### src/rtl/i2c_master_byte_engine_top_defines.svh
// assertion macros shared by the front end and engine modules
`ifndef I2C_MASTER_BYTE_ENGINE_TOP_DEFINES_SVH
`define I2C_MASTER_BYTE_ENGINE_TOP_DEFINES_SVH

// consequent must hold in the same cycle as the antecedent
`define I2CM_ASSERT_NOW(lbl, ante, cons, msg) \
    lbl: assert property (@(posedge clk) disable iff (!rst_n) (ante) |-> (cons)) \
        else $error(msg);

// consequent must hold in the cycle after the antecedent
`define I2CM_ASSERT_NEXT(lbl, ante, cons, msg) \
    lbl: assert property (@(posedge clk) disable iff (!rst_n) (ante) |=> (cons)) \
        else $error(msg);

`endif

### src/rtl/i2cm_pkg.sv
package i2cm_pkg;

    localparam int TICKS_W   = 16;
    localparam int BYTE_W    = 8;
    localparam int PHASE_W   = 5;
    localparam int Q_DEPTH   = 2;
    localparam int Q_PTR_W   = 1;
    localparam int Q_CNT_W   = 2;

    localparam logic [TICKS_W-1:0] TICKS_RESET = 16'd10;
    localparam logic [PHASE_W-1:0] PHASE_MAX   = 5'd26;
    localparam logic [Q_CNT_W-1:0] Q_FULL_CNT  = 2'd2;

    // bus command codes as they arrive on req_type
    typedef enum logic [2:0] {
        CMD_NONE  = 3'd0,
        CMD_START = 3'd1,
        CMD_WRITE = 3'd2,
        CMD_READ  = 3'd3,
        CMD_STOP  = 3'd4
    } cmd_t;

    // pin change made on the first tick of a phase
    typedef enum logic [2:0] {
        ACT_NONE,
        ACT_SDA_HI,
        ACT_SDA_LO,
        ACT_SCL_HI,
        ACT_SCL_LO,
        ACT_SDA_BIT,
        ACT_SDA_NACK
    } act_t;

    // bus sample taken on the last tick of a phase
    typedef enum logic [1:0] {
        SMP_NONE,
        SMP_ACK,
        SMP_RX
    } smp_t;

    typedef struct packed {
        act_t act;
        smp_t smp;
    } phase_info_t;

    // classified tick item between front end and engine
    typedef struct packed {
        cmd_t              cmd;
        logic [BYTE_W-1:0] wr_byte;
        logic              send_nack;
        logic              sda_in;
    } item_t;

    // per-tick result
    typedef struct packed {
        logic              scl_out;
        logic              sda_out;
        logic              busy_res;
        logic              cmd_done;
        logic [BYTE_W-1:0] rx_byte;
        logic              nack_seen;
        logic              cmd_ignored;
    } res_t;

    // number of phases in each command
    function automatic logic [PHASE_W-1:0] phase_total(input cmd_t cmd);
        logic [PHASE_W-1:0] n;
        unique case (cmd)
            CMD_START: n = 5'd4;
            CMD_WRITE: n = 5'd27;
            CMD_READ:  n = 5'd20;
            CMD_STOP:  n = 5'd3;
            default:   n = 5'd0;
        endcase
        return n;
    endfunction

    // phase table: pin action and sample for each command and phase
    function automatic phase_info_t phase_info(input cmd_t cmd, input logic [PHASE_W-1:0] p);
        phase_info_t pi;
        pi.act = ACT_NONE;
        pi.smp = SMP_NONE;
        unique case (cmd)
            CMD_START: begin
                unique case (p)
                    5'd0:    pi.act = ACT_SDA_HI;
                    5'd1:    pi.act = ACT_SCL_HI;
                    5'd2:    pi.act = ACT_SDA_LO;
                    default: pi.act = ACT_SCL_LO;
                endcase
            end
            CMD_WRITE: begin
                unique case (p) inside
                    5'd0, 5'd3, 5'd6, 5'd9, 5'd12, 5'd15, 5'd18, 5'd21:
                        pi.act = ACT_SDA_BIT;
                    5'd1, 5'd4, 5'd7, 5'd10, 5'd13, 5'd16, 5'd19, 5'd22:
                        pi.act = ACT_SCL_HI;
                    5'd24:
                        pi.act = ACT_SDA_HI;
                    5'd25: begin
                        pi.act = ACT_SCL_HI;
                        pi.smp = SMP_ACK;
                    end
                    default:
                        pi.act = ACT_SCL_LO;
                endcase
            end
            CMD_READ: begin
                unique case (p) inside
                    5'd0:
                        pi.act = ACT_SDA_HI;
                    5'd1, 5'd3, 5'd5, 5'd7, 5'd9, 5'd11, 5'd13, 5'd15: begin
                        pi.act = ACT_SCL_HI;
                        pi.smp = SMP_RX;
                    end
                    5'd17:
                        pi.act = ACT_SDA_NACK;
                    5'd18:
                        pi.act = ACT_SCL_HI;
                    default:
                        pi.act = ACT_SCL_LO;
                endcase
            end
            CMD_STOP: begin
                unique case (p)
                    5'd0:    pi.act = ACT_SDA_LO;
                    5'd1:    pi.act = ACT_SCL_HI;
                    default: pi.act = ACT_SDA_HI;
                endcase
            end
            default: pi.act = ACT_NONE;
        endcase
        return pi;
    endfunction

endpackage

### src/rtl/i2cm_front.sv
`include "i2c_master_byte_engine_top_defines.svh"

module i2cm_front
    import i2cm_pkg::*;
(
    input  logic              clk,
    input  logic              rst_n,
    input  logic              push,
    output logic              full,
    input  logic [2:0]        req_type,
    input  logic [BYTE_W-1:0] wr_byte,
    input  logic              send_nack,
    input  logic              sda_in,
    output logic              item_valid,
    output item_t             item,
    input  logic              item_pop
);

    item_t                mem_reg [Q_DEPTH];
    logic [Q_PTR_W-1:0]   wr_ptr_reg;
    logic [Q_PTR_W-1:0]   rd_ptr_reg;
    logic [Q_CNT_W-1:0]   count_reg;
    logic [Q_CNT_W-1:0]   count_next;
    logic                 push_ok;
    logic                 pop_ok;
    cmd_t                 cmd_dec;
    item_t                item_in;

    // classify request code, out-of-range codes carry no command
    always_comb
    begin
        unique case (req_type)
            CMD_START: cmd_dec = CMD_START;
            CMD_WRITE: cmd_dec = CMD_WRITE;
            CMD_READ:  cmd_dec = CMD_READ;
            CMD_STOP:  cmd_dec = CMD_STOP;
            default:   cmd_dec = CMD_NONE;
        endcase
        item_in.cmd       = cmd_dec;
        item_in.wr_byte   = wr_byte;
        item_in.send_nack = send_nack;
        item_in.sda_in    = sda_in;
    end

    assign full       = (count_reg == Q_FULL_CNT);
    assign item_valid = (count_reg != '0);
    assign push_ok    = push && !full;
    assign pop_ok     = item_pop && item_valid;
    assign item       = mem_reg[rd_ptr_reg];

    always_comb
    begin
        count_next = count_reg;
        if (push_ok && !pop_ok)
        begin
            count_next = count_reg + Q_CNT_W'(1);
        end
        else if (!push_ok && pop_ok)
        begin
            count_next = count_reg - Q_CNT_W'(1);
        end
    end

    // queue storage
    always_ff @(posedge clk)
    begin
        if (push_ok)
        begin
            mem_reg[wr_ptr_reg] <= item_in;
        end
    end

    // queue pointers and fill count
    always_ff @(posedge clk or negedge rst_n)
    begin
        if (!rst_n)
        begin
            wr_ptr_reg <= '0;
            rd_ptr_reg <= '0;
            count_reg  <= '0;
        end
        else
        begin
            if (push_ok)
            begin
                wr_ptr_reg <= wr_ptr_reg + Q_PTR_W'(1);
            end
            if (pop_ok)
            begin
                rd_ptr_reg <= rd_ptr_reg + Q_PTR_W'(1);
            end
            count_reg <= count_next;
        end
    end

    `I2CM_ASSERT_NEXT(a_front_fill, push_ok && !pop_ok,
                      count_reg == $past(count_reg) + Q_CNT_W'(1), "front queue did not grow")
    `I2CM_ASSERT_NEXT(a_front_drain, pop_ok && !push_ok,
                      count_reg == $past(count_reg) - Q_CNT_W'(1), "front queue did not shrink")
    `I2CM_ASSERT_NOW(a_front_bound, 1'b1, count_reg <= Q_FULL_CNT, "front queue overfilled")

endmodule

### src/rtl/i2cm_engine.sv
`include "i2c_master_byte_engine_top_defines.svh"

module i2cm_engine
    import i2cm_pkg::*;
#(
    parameter int CNT_W = 16
)
(
    input  logic               clk,
    input  logic               rst_n,
    input  logic               phase_ticks_we,
    input  logic [TICKS_W-1:0] phase_ticks_wdata,
    input  logic               item_valid,
    input  item_t              item,
    output logic               item_pop,
    input  logic               res_full,
    output logic               res_push,
    output res_t               res
);

    localparam int HW = (CNT_W > TICKS_W) ? CNT_W : TICKS_W;

    cmd_t               cmd_reg,        cmd_next;
    logic [PHASE_W-1:0] phase_reg,      phase_next;
    logic [CNT_W-1:0]   cnt_reg,        cnt_next;
    logic [BYTE_W-1:0]  shift_reg,      shift_next;
    logic               scl_reg,        scl_next;
    logic               sda_reg,        sda_next;
    logic               ack_reg,        ack_next;
    logic               nack_req_reg,   nack_req_next;
    logic [BYTE_W-1:0]  rx_reg,         rx_next;
    logic [TICKS_W-1:0] phase_ticks_reg;
    logic [TICKS_W-1:0] phase_ticks_next;

    logic               fire;
    logic               ignored;
    logic               done;
    logic [HW-1:0]      pt_ext;
    logic [HW-1:0]      cmax_ext;
    logic [HW-1:0]      hold_ext;
    logic [CNT_W-1:0]   hold;
    logic [CNT_W-1:0]   cnt_inc;
    logic [PHASE_W:0]   phase_inc;
    phase_info_t        pinfo;

    assign fire     = item_valid && !res_full;
    assign item_pop = fire;
    assign res_push = fire;

    // hold length: zero means one, clipped to what the counter can reach
    always_comb
    begin
        pt_ext   = HW'(phase_ticks_reg);
        cmax_ext = HW'({CNT_W{1'b1}});
        hold_ext = (pt_ext > cmax_ext) ? cmax_ext : pt_ext;
        hold     = CNT_W'(hold_ext);
        if (hold == '0)
        begin
            hold = CNT_W'(1);
        end
    end

    // one tick of the bus sequencer
    always_comb
    begin
        cmd_next      = cmd_reg;
        phase_next    = phase_reg;
        cnt_next      = cnt_reg;
        shift_next    = shift_reg;
        scl_next      = scl_reg;
        sda_next      = sda_reg;
        ack_next      = ack_reg;
        nack_req_next = nack_req_reg;
        rx_next       = rx_reg;
        ignored       = 1'b0;
        done          = 1'b0;
        pinfo         = phase_info(cmd_reg, phase_reg);
        cnt_inc       = '0;
        phase_inc     = '0;

        if (fire)
        begin
            // take a new command when idle, drop it when busy
            if (cmd_reg == CMD_NONE)
            begin
                if (item.cmd != CMD_NONE)
                begin
                    cmd_next   = item.cmd;
                    phase_next = '0;
                    cnt_next   = '0;
                    if (item.cmd == CMD_WRITE)
                    begin
                        shift_next = item.wr_byte;
                    end
                    if (item.cmd == CMD_READ)
                    begin
                        shift_next    = '0;
                        nack_req_next = item.send_nack;
                    end
                end
            end
            else if (item.cmd != CMD_NONE)
            begin
                ignored = 1'b1;
            end

            if (cmd_next != CMD_NONE)
            begin
                pinfo = phase_info(cmd_next, phase_next);

                // pin change on the first tick of the phase
                if (cnt_next == '0)
                begin
                    case (pinfo.act)
                        ACT_SDA_HI:   sda_next = 1'b1;
                        ACT_SDA_LO:   sda_next = 1'b0;
                        ACT_SCL_HI:   scl_next = 1'b1;
                        ACT_SCL_LO:   scl_next = 1'b0;
                        ACT_SDA_NACK: sda_next = nack_req_next;
                        ACT_SDA_BIT:
                        begin
                            sda_next   = shift_next[BYTE_W-1];
                            shift_next = {shift_next[BYTE_W-2:0], 1'b0};
                        end
                        default:      sda_next = sda_next;
                    endcase
                end

                cnt_inc = cnt_next + CNT_W'(1);
                if (cnt_inc >= hold)
                begin
                    // sample on the last tick, then move to the next phase
                    case (pinfo.smp)
                        SMP_ACK: ack_next   = item.sda_in;
                        SMP_RX:  shift_next = {shift_next[BYTE_W-2:0], item.sda_in};
                        default: ack_next   = ack_next;
                    endcase
                    cnt_next  = '0;
                    phase_inc = {1'b0, phase_next} + (PHASE_W+1)'(1);
                    if (phase_inc >= {1'b0, phase_total(cmd_next)})
                    begin
                        if (cmd_next == CMD_READ)
                        begin
                            rx_next  = shift_next;
                            sda_next = 1'b1;
                        end
                        cmd_next   = CMD_NONE;
                        phase_next = '0;
                        done       = 1'b1;
                    end
                    else
                    begin
                        phase_next = phase_inc[PHASE_W-1:0];
                    end
                end
                else
                begin
                    cnt_next = cnt_inc;
                end
            end
        end
    end

    // configuration write
    assign phase_ticks_next = phase_ticks_we ? phase_ticks_wdata : phase_ticks_reg;

    always_comb
    begin
        res.scl_out     = scl_next;
        res.sda_out     = sda_next;
        res.busy_res    = (cmd_next != CMD_NONE);
        res.cmd_done    = done;
        res.rx_byte     = rx_next;
        res.nack_seen   = ack_next;
        res.cmd_ignored = ignored;
    end

    // sequencer state
    always_ff @(posedge clk or negedge rst_n)
    begin
        if (!rst_n)
        begin
            cmd_reg         <= CMD_NONE;
            phase_reg       <= '0;
            cnt_reg         <= '0;
            shift_reg       <= '0;
            scl_reg         <= 1'b1;
            sda_reg         <= 1'b1;
            ack_reg         <= 1'b0;
            nack_req_reg    <= 1'b0;
            rx_reg          <= '0;
            phase_ticks_reg <= TICKS_RESET;
        end
        else
        begin
            cmd_reg         <= cmd_next;
            phase_reg       <= phase_next;
            cnt_reg         <= cnt_next;
            shift_reg       <= shift_next;
            scl_reg         <= scl_next;
            sda_reg         <= sda_next;
            ack_reg         <= ack_next;
            nack_req_reg    <= nack_req_next;
            rx_reg          <= rx_next;
            phase_ticks_reg <= phase_ticks_next;
        end
    end

    `I2CM_ASSERT_NOW(a_done_idle, fire && done, !res.busy_res, "engine busy after command done")
    `I2CM_ASSERT_NOW(a_ignored_busy, fire && ignored, cmd_reg != CMD_NONE, "command dropped while idle")
    `I2CM_ASSERT_NOW(a_idle_clean, cmd_reg == CMD_NONE, phase_reg == '0 && cnt_reg == '0, "idle engine holds phase or count")
    `I2CM_ASSERT_NOW(a_phase_range, cmd_reg != CMD_NONE, phase_reg <= PHASE_MAX, "phase index out of range")

endmodule

### src/rtl/i2cm_outq.sv
module i2cm_outq
    import i2cm_pkg::*;
(
    input  logic clk,
    input  logic rst_n,
    input  logic res_push,
    output logic res_full,
    input  res_t res_in,
    output logic empty,
    input  logic pop,
    output res_t res_out
);

    res_t               mem_reg [Q_DEPTH];
    logic [Q_PTR_W-1:0] wr_ptr_reg;
    logic [Q_PTR_W-1:0] rd_ptr_reg;
    logic [Q_CNT_W-1:0] count_reg;
    logic [Q_CNT_W-1:0] count_next;
    logic               push_ok;
    logic               pop_ok;

    assign res_full = (count_reg == Q_FULL_CNT);
    assign empty    = (count_reg == '0);
    assign push_ok  = res_push && !res_full;
    assign pop_ok   = pop && !empty;
    assign res_out  = mem_reg[rd_ptr_reg];

    always_comb
    begin
        count_next = count_reg;
        if (push_ok && !pop_ok)
        begin
            count_next = count_reg + Q_CNT_W'(1);
        end
        else if (!push_ok && pop_ok)
        begin
            count_next = count_reg - Q_CNT_W'(1);
        end
    end

    // result storage
    always_ff @(posedge clk)
    begin
        if (push_ok)
        begin
            mem_reg[wr_ptr_reg] <= res_in;
        end
    end

    // pointers and fill count
    always_ff @(posedge clk or negedge rst_n)
    begin
        if (!rst_n)
        begin
            wr_ptr_reg <= '0;
            rd_ptr_reg <= '0;
            count_reg  <= '0;
        end
        else
        begin
            if (push_ok)
            begin
                wr_ptr_reg <= wr_ptr_reg + Q_PTR_W'(1);
            end
            if (pop_ok)
            begin
                rd_ptr_reg <= rd_ptr_reg + Q_PTR_W'(1);
            end
            count_reg <= count_next;
        end
    end

endmodule

### src/rtl/i2c_master_byte_engine_top.sv
// channel   | direction | handshake      | payload
// ----------+-----------+----------------+--------------------------------------------
// tick in   | input     | push / full    | req_type, wr_byte, send_nack, sda_in
// result    | output    | pop / empty    | scl_out, sda_out, busy_res, cmd_done,
//           |           |                | rx_byte, nack_seen, cmd_ignored
// config    | input     | phase_ticks_we | phase_ticks_wdata
//
// one tick item per clock cycle sustained while the result queue has room; a result
// goes through the front queue, then the sequencer writes it into the result queue
// the combinational sequencer step (hold counter compare, phase table) sets that rate
// rst_n is asynchronous, active low; after reset SCL and SDA are released, hold is 10
// two-entry queues on both sides; from empty with pop held low, four ticks go in
// before full rises
module i2c_master_byte_engine_top
    import i2cm_pkg::*;
#(
    parameter int TICK_COUNTER_WIDTH = 16
)
(
    input  logic               clk,
    input  logic               rst_n,
    input  logic               push,
    output logic               full,
    input  logic [2:0]         req_type,
    input  logic [BYTE_W-1:0]  wr_byte,
    input  logic               send_nack,
    input  logic               sda_in,
    input  logic               pop,
    output logic               empty,
    output logic               scl_out,
    output logic               sda_out,
    output logic               busy_res,
    output logic               cmd_done,
    output logic [BYTE_W-1:0]  rx_byte,
    output logic               nack_seen,
    output logic               cmd_ignored,
    input  logic               phase_ticks_we,
    input  logic [TICKS_W-1:0] phase_ticks_wdata
);

    item_t item;
    logic  item_valid;
    logic  item_pop;
    logic  res_push;
    logic  res_full;
    res_t  res_in;
    res_t  res_out;

    // accept and classify tick items
    i2cm_front u_front (
        .clk        (clk),
        .rst_n      (rst_n),
        .push       (push),
        .full       (full),
        .req_type   (req_type),
        .wr_byte    (wr_byte),
        .send_nack  (send_nack),
        .sda_in     (sda_in),
        .item_valid (item_valid),
        .item       (item),
        .item_pop   (item_pop)
    );

    // bus phase sequencer
    i2cm_engine #(
        .CNT_W (TICK_COUNTER_WIDTH)
    ) u_engine (
        .clk               (clk),
        .rst_n             (rst_n),
        .phase_ticks_we    (phase_ticks_we),
        .phase_ticks_wdata (phase_ticks_wdata),
        .item_valid        (item_valid),
        .item              (item),
        .item_pop          (item_pop),
        .res_full          (res_full),
        .res_push          (res_push),
        .res               (res_in)
    );

    // result queue
    i2cm_outq u_outq (
        .clk      (clk),
        .rst_n    (rst_n),
        .res_push (res_push),
        .res_full (res_full),
        .res_in   (res_in),
        .empty    (empty),
        .pop      (pop),
        .res_out  (res_out)
    );

    assign scl_out     = res_out.scl_out;
    assign sda_out     = res_out.sda_out;
    assign busy_res    = res_out.busy_res;
    assign cmd_done    = res_out.cmd_done;
    assign rx_byte     = res_out.rx_byte;
    assign nack_seen   = res_out.nack_seen;
    assign cmd_ignored = res_out.cmd_ignored;

endmodule
### config.mk
export PLATFORM = sky130hd
export DESIGN_NAME = i2c_master_byte_engine_top
export DESIGN_NICKNAME = d
export VERILOG_FILES = /design/src/rtl/i2cm_pkg.sv /design/src/rtl/i2cm_front.sv /design/src/rtl/i2cm_engine.sv /design/src/rtl/i2cm_outq.sv /design/src/rtl/i2c_master_byte_engine_top.sv
export VERILOG_INCLUDE_DIRS = /design/src /design/src/rtl
export SDC_FILE = /design/constraint.sdc
export NUM_CORES = 1
export LEC_CHECK = 0
export BUFFER_PORTS_ARGS = -buffer_cell sky130_fd_sc_hd__buf_4
export CORE_MARGIN = 4
export CORE_UTILIZATION = 40
export CTS_BUF_LIST = sky130_fd_sc_hd__clkbuf_4
export CTS_CLUSTER_DIAMETER = 40
export CTS_CLUSTER_SIZE = 25
export DETAILED_ROUTE_END_ITERATION = 8
export GPL_ROUTABILITY_DRIVEN = 1
export GPL_TIMING_DRIVEN = 0
export PLACE_DENSITY = 0.59
export SLEW_MARGIN = 0
export SYNTH_ARGS = -nofsm -noshare
export SYNTH_HDL_FRONTEND = slang
export SYNTH_HIERARCHICAL = 1
export SYNTH_SLANG_ARGS = --single-unit
### constraint.sdc
create_clock -name clk -period 8.3 [get_ports clk]
set_input_delay 0 -clock clk [delete_from_list [all_inputs] [get_ports clk]]
set_output_delay 0 -clock clk [all_outputs]
set_load 0.05 [all_outputs]
==> results of run 1 <==
[worst max-delay path, delay by kind of cell, from the launching register on]
kind / cells / cell delay (ps)
and+or+nand+nor: 10 / 2420
buffers and inverters: 6 / 1240
AOI/OAI and AO/OA: 5 / 1060
muxes: 2 / 770
DFF: 1 / 480
adders and majority gates: 2 / 370
[cells by family after synthesis]
logic type	count (synthesis)	share of synthesized area, %
multiplexers	48	7.87
XOR/XNOR	26	3.21
adder cells (fa/ha/maj)	27	4.76
AND/OR/NAND/NOR	230	16.1
flip-flops	122	46.9
buffers and inverters	80	5.66
AO/OA/AOI/OAI	159	15.5
[per-layer routing]
| layer | up-vias | GRT usage (%) | wire length [um] |
|---|---|---|---|
| met1 | 2842 | 25.3 | 8360 |
| met5 | - | 0 | 0 |
| met3 | 21 | 3.53 | 823 |
| met2 | 159 | 30.0 | 8680 |
| met4 | 0 | 5.92 | 256 |
| li1 | 2778 | - | - |
[final timing paths]
check                                                    start                                  endpoint  slack (ps)
min in group asynchronous                                rst_n  u_engine/phase_ticks_reg[13]$_DFFE_PN0P_         120
worst max register to register  u_front/rd_ptr_reg$_DFFE_PN0P_            u_outq/mem_reg[1][1]$_DFFE_PP_        1710
worst min-delay path                            phase_ticks_we  u_engine/phase_ticks_reg[15]$_DFFE_PN0P_          60
worst min register to register  u_front/wr_ptr_reg$_DFFE_PN0P_            u_front/wr_ptr_reg$_DFFE_PN0P_         500
max in group asynchronous                                rst_n         u_engine/shift_reg[3]$_DFFE_PN0P_        7590
worst max-delay path            u_front/rd_ptr_reg$_DFFE_PN0P_            u_outq/mem_reg[1][1]$_DFFE_PP_        1710
[cells in the final DEF, fill, tap and decap left out, types with 6 or more instances in the layout]
master         Yosys  final
a21o_1             7      7
a21oi_1           25     25
a22o_1             6      6
a31oi_1           15     15
and3_1             7      7
buf_2              6      6
buf_4              8     57
buf_6              7      7
clkbuf_1          20     20
clkbuf_4           0     19
dfrtp_1           64     64
dlygate4sd3_1      0     56
edfxtp_1          54     54
ha_1              27     27
inv_1             35     35
mux2_2            22     22
mux2_4            10     10
mux2i_1           16     16
nand2_1           78     78
nand2b_1           8      8
nand3_1           11     11
nand4_1            7      7
nor2_1            52     52
nor3_1             8      8
nor3b_1           10     10
nor4_1            10     10
o211ai_1          10     10
o21ai_0           41     41
o41ai_1            7      7
or3_1             10     10
xnor2_1           11     11
xor2_1            15     15
[where the power goes]
part / internal (W) / leakage (nW) / switching, W
combinational: 0.000448 / 2.17 / 0.000727
clock: 0.000187 / 0.143 / 0.000230
sequential: 0.000812 / 1.35 / 0.0000744
total: 0.00145 / 3.66 / 0.00103
[cell usage after synthesis (4+ instances only)]
library cell	count	share of area, %
buf_6	7	1.1
nor2_1	52	2.8
o211ai_1	10	1.1
buf_4	8	0.85
xor2_1	15	1.9
and3_1	7	0.62
o41ai_1	7	0.86
buf_2	6	0.42
o2bb2ai_1	4	0.49
xnor2_1	11	1.4
a21o_1	7	0.74
mux2_4	10	2.1
o21ai_0	41	2.9
mux2_2	22	3.5
a31oi_1	15	1.3
dfrtp_1	64	23
nand4_1	7	0.62
and4_1	4	0.49
ha_1	27	4.8
inv_1	35	1.9
or2_2	5	0.44
a211oi_1	4	0.42
or3_1	10	0.88
a22o_1	6	0.74
nand3_1	11	0.78
nand2_1	78	4.1
edfxtp_1	54	23
nor4_1	10	0.88
clkbuf_1	20	1.1
nor2b_1	5	0.44
dfstp_2	4	1.5
nor3_1	8	0.56
mux2i_1	16	2.3
o22ai_1	5	0.44
nor3b_1	10	1.1
a21oi_1	25	1.8
nand2b_1	8	0.71
[stage by stage]
| step | std cells | total power, W |
|---|---|---|
| 2_1_floorplan | 692 | 0.00174 |
| 3_3_place_gp | 966 | 0.00202 |
| 3_5_place_dp | 966 | 0.00205 |
| 4_1_cts | 1054 | 0.00249 |
| 5_1_grt | 1058 | 0.00264 |
| 6_report | 1058 | 0.00248 |
[final cells by class]
type                            instances  share of cell area (%)
Antenna cell                            4                   0.116
Buffer                                 45                    3.14
Clock buffer                           19                    1.66
Clock inverter                         13                    1.70
Inverter                               35                    1.53
Multi-Input combinational cell        490                    39.1
Sequential cell                       122                    38.7
Tap cell                              225                    3.27
Timing Repair Buffer                  105                    10.8
[what timing repair did]
| item | CTS | global route |
|---|---|---|
| hold buffers | 56 | 0 |
| endpoints found under the hold margin | 110 | 0 |
| setup endpoints to repair | 0 | 0 |
==> impl_metrics.csv, run 1 <==
group,metric,value,unit
synthesis,synth_cell_types,71,
clock_network,cts_buffers,17,
clock_network,clk_pin_slew_worst_paths,110,ps
finish,final_cell_area,8600,sq um
floorplan,placeableCoreArea,17400,sq um
clock_network,cts_htree_levels,4,
synthesis,synth_cells,692,
drt,drtAntennaViolNets,0,
setup_path,cp_data_required_time,8610,ps
clock_network,cts-root-buf,"clkbuf_4",
global_route,grt-ovfl-total,0,
finish,layout.nets,877,
setup_path,cp.arrival,6900,ps
placement,dp_slack,1830,ps
synthesis,yosysWarnings,6,
placement,dpl-instance-area,7740,sq um
synthesis,ys_seq_area_share,46.9,%
global_route,grt_use_total,18.6,%
synthesis,syn_nets,753,
synthesis,syn_avg_cell_area,10.3,sq um
timing,tightest_slew,1170,ps
setup_path,cpMaxStageDelayCell,"nor4_1",
finish,fillers,1576,
outcome,outcome,"finished, final reports clean",
drt,drtPass1Iterations,5,
placement,dp.final_hpwl,12700,um
global_route,antenna_found_initial,1,
global_route,grt_max_degree,69,
setup_path,cp_common_cell,"nand2_1",
finish,syn2layout_area_growth,21.3,%
synthesis,synth-edff-count,54,
timing,maxSlewViolCount,0,
timing,skew,12.2,ps
power,powerDensity,288,nW/um^2
clock_network,post-cts-setup-buffer-count,0,
synthesis,ys.flop_type,"dfrtp_1",
synthesis,ys_seq_elements,122,
clock_network,clockBufferDepth,2,
timing,fin_crit,6590,ps
min_path,min_path_type,"input port to flip-flop",
finish,regArea,3330,sq um
placement,io_buffers,49,
timing,fin_crit_sh,79.4,%
flow_run,maxCapViolCount,0,
setup_path,r2r_cells,25,
timing,fin_setup_tns,0,ps
finish,drive_above_1_share,18.6,%
drt,routedWlPerCell,17.1,um
synthesis,synthArstFlopShare,55.7,%
setup_path,cpPeakStageDelay,570,ps
drt,drt-total-wl,18100,um
drt,drt_iter0_drc,364,
setup_path,cp_max_fo,10,
clock_network,cts_tree,"yes",
setup_path,startpoint_type,"flip-flop",
finish,largest_reg_flops,28,
power,power_leakage,3.66,nW
power,peakVddDrop,209,uV
drt,vias_per_cell,5.48,
setup_path,critical_path_class,"flip-flop to flip-flop",
timing,rsz0062_at_grt,"false",
floorplan,row_count,48,
finish,multiInputGateArea,3360,sq um
drt,route.vias.total,5800,
floorplan,fp.dieW,141,um
timing,setup_violations,0,
clock_network,ctsResizeCount,0,
global_route,grt_pass1_wl,29600,um
timing,slew_headroom,21.5,%
timing,worst_hold_slack,61.4,ps
floorplan,die_area,19900,sq um
finish,fin_util,49.6,%
min_path,whs_path_depth,4,
floorplan,initial_utilization,40.9,%
setup_path,worstSetupEndpointType,"flip-flop",
synthesis,syn_area,7090,sq um
timing,hold_viol_final,0,
drt,drc,0,
global_route,grt_pass1_vias,5882,
floorplan,top_level_ports,50,
clock_network,clock_latency,540,ps
placement,place.gp.congestion,0.930,
clock_network,cts.sinks,122,
timing,max_freq,152,MHz
timing,setup_ws,1710,ps
floorplan,die_h,141,um
(Power assumes the default switching activity.)
==> run 2, diff against run 1 <==
==> constraint.sdc (replaced) <==
create_clock -name clk -period 6.3 [get_ports clk]
set_input_delay 0 -clock clk [delete_from_list [all_inputs] [get_ports clk]]
set_output_delay 0 -clock clk [all_outputs]
set_load 0.05 [all_outputs]
==> impl_metrics.csv, run 2 (synthesis results as in run 1) <==
group,metric,value,unit
min_path,min_path_type,"input port to flip-flop",
setup_path,cp_max_fo,10,
global_route,grt_pass1_wl,29600,um
power,p_total,0.00327,W
setup_path,cp_top_family,"simple AND/OR/NAND/NOR gates",
timing,maxSlewViolCount,0,
setup_path,path_buf_inv,5,
global_route,grt_pass1_vias,5895,
timing,setup_violations,0,
finish,layout.nets,877,
finish,final_common_cell,"nand2_1",
setup_path,cp_common_cell,"nand2_1",
timing,skew,11.0,ps
power,peakVddDrop,276,uV
floorplan,row_count,48,
global_route,grtUsageMet1,25.3,%
setup_path,worstSetupEndpointType,"flip-flop",
floorplan,top_level_ports,50,
floorplan,fp.dieW,141,um
clock_network,clock_latency,550,ps
clock_network,cts_buffers,17,
global_route,use_met3,3.56,%
global_route,met2_usage,30.1,%
clock_network,cts-root-buf,"clkbuf_4",
setup_path,r2r_cells,24,
drt,drc,0,
drt,routedWlPerCell,17.1,um
drt,drtPass1Iterations,5,
setup_path,r2r_slack,390,ps
drt,route.vias.total,5782,
power,power_leakage,3.68,nW
floorplan,die_h,141,um
clock_network,cts.sinks,122,
timing,fin_crit,5910,ps
drt,drtAntennaViolNets,0,
clock_network,clk_pin_slew_worst_paths,110,ps
setup_path,cpPeakStageDelay,440,ps
placement,dp_slack,-175,ps
drt,drt-total-wl,18100,um
min_path,whs_path_depth,4,
clock_network,cts_htree_levels,4,
global_route,grt-ovfl-total,0,
timing,slew_headroom,22.2,%
global_route,grt_max_degree,69,
timing,max_freq,169,MHz
placement,dp.final_hpwl,12700,um
flow_run,maxCapViolCount,0,
floorplan,placeableCoreArea,17400,sq um
floorplan,initial_utilization,40.9,%
drt,vias_per_cell,5.47,
power,powerDensity,379,nW/um^2
setup_path,path_cells,"buf_6 -> mux2_2 -> buf_4 -> or3_1 -> nand2_1 -> buf_2 -> nand2_1 -> inv_1 -> ha_1 -> and3_1 -> and3_1 -> nand2_1 -> or2_2 -> a21oi_1 -> ha_1 -> nand4_1 -> a211oi_2 -> a21oi_1 -> o211ai_1 -> a31o_2 -> nand3_1 -> nor4_4 -> mux2_2 -> buf_4",
outcome,outcome,"finished, final reports clean",
timing,tightest_slew,1160,ps
setup_path,cpMaxStageDelayCell,"dfrtp_2",
timing,fin_crit_sh,93.8,%
setup_path,critical_path_class,"flip-flop to flip-flop",
global_route,grt_use_total,18.6,%
placement,io_buffers,49,
timing,rsz0062_at_grt,"false",
global_route,top_usage_layer,"met2",
finish,syn2layout_area_growth,21.7,%
timing,hold_viol_final,0,
timing,setup_ws,390,ps
clock_network,clockBufferDepth,2,
finish,final_cell_mix,"nand2_1, dfrtp_1, buf_4",
placement,place.gp.congestion,0.930,
floorplan,die_area,19900,sq um
setup_path,cp_data_required_time,6610,ps
clock_network,cts_tree,"yes",
setup_path,startpoint_type,"flip-flop",
finish,largest_reg_flops,28,
finish,drive_above_1_share,19.2,%
setup_path,cp.arrival,6220,ps
drt,drt_iter0_drc,376,
setup_path,worst-path-stages,24,
global_route,antenna_found_initial,1,
## run 2: per-layer routing
metal	wire [um]	share of wire (%)	vias up
li1	-	-	2784
met1	8430	47	2841
met2	8730	48	138
met3	706	3.9	19
met4	248	1.4	0
met5	0	0	-
## run 2: worst register-to-register path: stages, from the launching register on
cell and delay (ps):
dfrtp_2 440, buf_6 180, mux2_2 350, buf_4 160, or3_1 440, nand2_1 140, buf_2 230, nand2_1 110
inv_1 130, ha_1 200, and3_1 190, and3_1 290, nand2_1 90, or2_2 270, a21oi_1 240, ha_1 170
nand4_1 140, a211oi_2 260, a21oi_1 90, o211ai_1 150, a31o_2 310, nand3_1 190, nor4_4 350, mux2_2 390
buf_4 140
## run 2: report_power, final
| group | total, W | internal, W | switching [W] |
|---|---|---|---|
| combinational | 0.00155 | 0.000591 | 0.000961 |
| clock | 0.000548 | 0.000246 | 0.000302 |
| sequential | 0.00117 | 0.00107 | 0.0000978 |
## run 2: cell type report
cell class                      count  area, sq um
Inverter                           35          131
Clock inverter                     13          146
Sequential cell                   122         3330
Buffer                             44          267
Antenna cell                        4         10.0
Multi-Input combinational cell    490         3390
Timing Repair Buffer              106          936
Fill cell                        1574         8720
Clock buffer                       19          143
Tap cell                          225          282
## run 2: final timing paths
path,startpoint,endpoint
min in group asynchronous,rst_n,u_engine/phase_ticks_reg[13]$_DFFE_PN0P_
max in group asynchronous,rst_n,u_front/rd_ptr_reg$_DFFE_PN0P_
hold / removal,phase_ticks_we,u_engine/phase_ticks_reg[15]$_DFFE_PN0P_
hold reg to reg,u_front/wr_ptr_reg$_DFFE_PN0P_,u_front/wr_ptr_reg$_DFFE_PN0P_
setup / recovery,u_front/rd_ptr_reg$_DFFE_PN0P_,u_outq/mem_reg[1][1]$_DFFE_PP_
setup reg to reg,u_front/rd_ptr_reg$_DFFE_PN0P_,u_outq/mem_reg[1][1]$_DFFE_PP_
## run 2: through the flow
stage	util [%]	cell area [sq um]	hold slack, ps	TNS, ps	std cells
after global routing	49.7	8630	76.0	0	1058
after global placement	44.6	7740	178	-188	966
after floorplan	-	7090	-296	0	692
after detailed placement	44.6	7740	188	-349	966
final	49.7	8630	57.3	0	1058
after CTS	49.5	8590	1.14	0	1053
## run 2: what timing repair did
item / CTS / global route
endpoints found under the hold margin: 110 / 0
resized for setup: 1 / 6
pin swaps: 0 / 1
gates cloned: 0 / 0
setup endpoints to repair: 3 / 28
hold buffers: 56 / 0
buffers inserted: 0 / 1
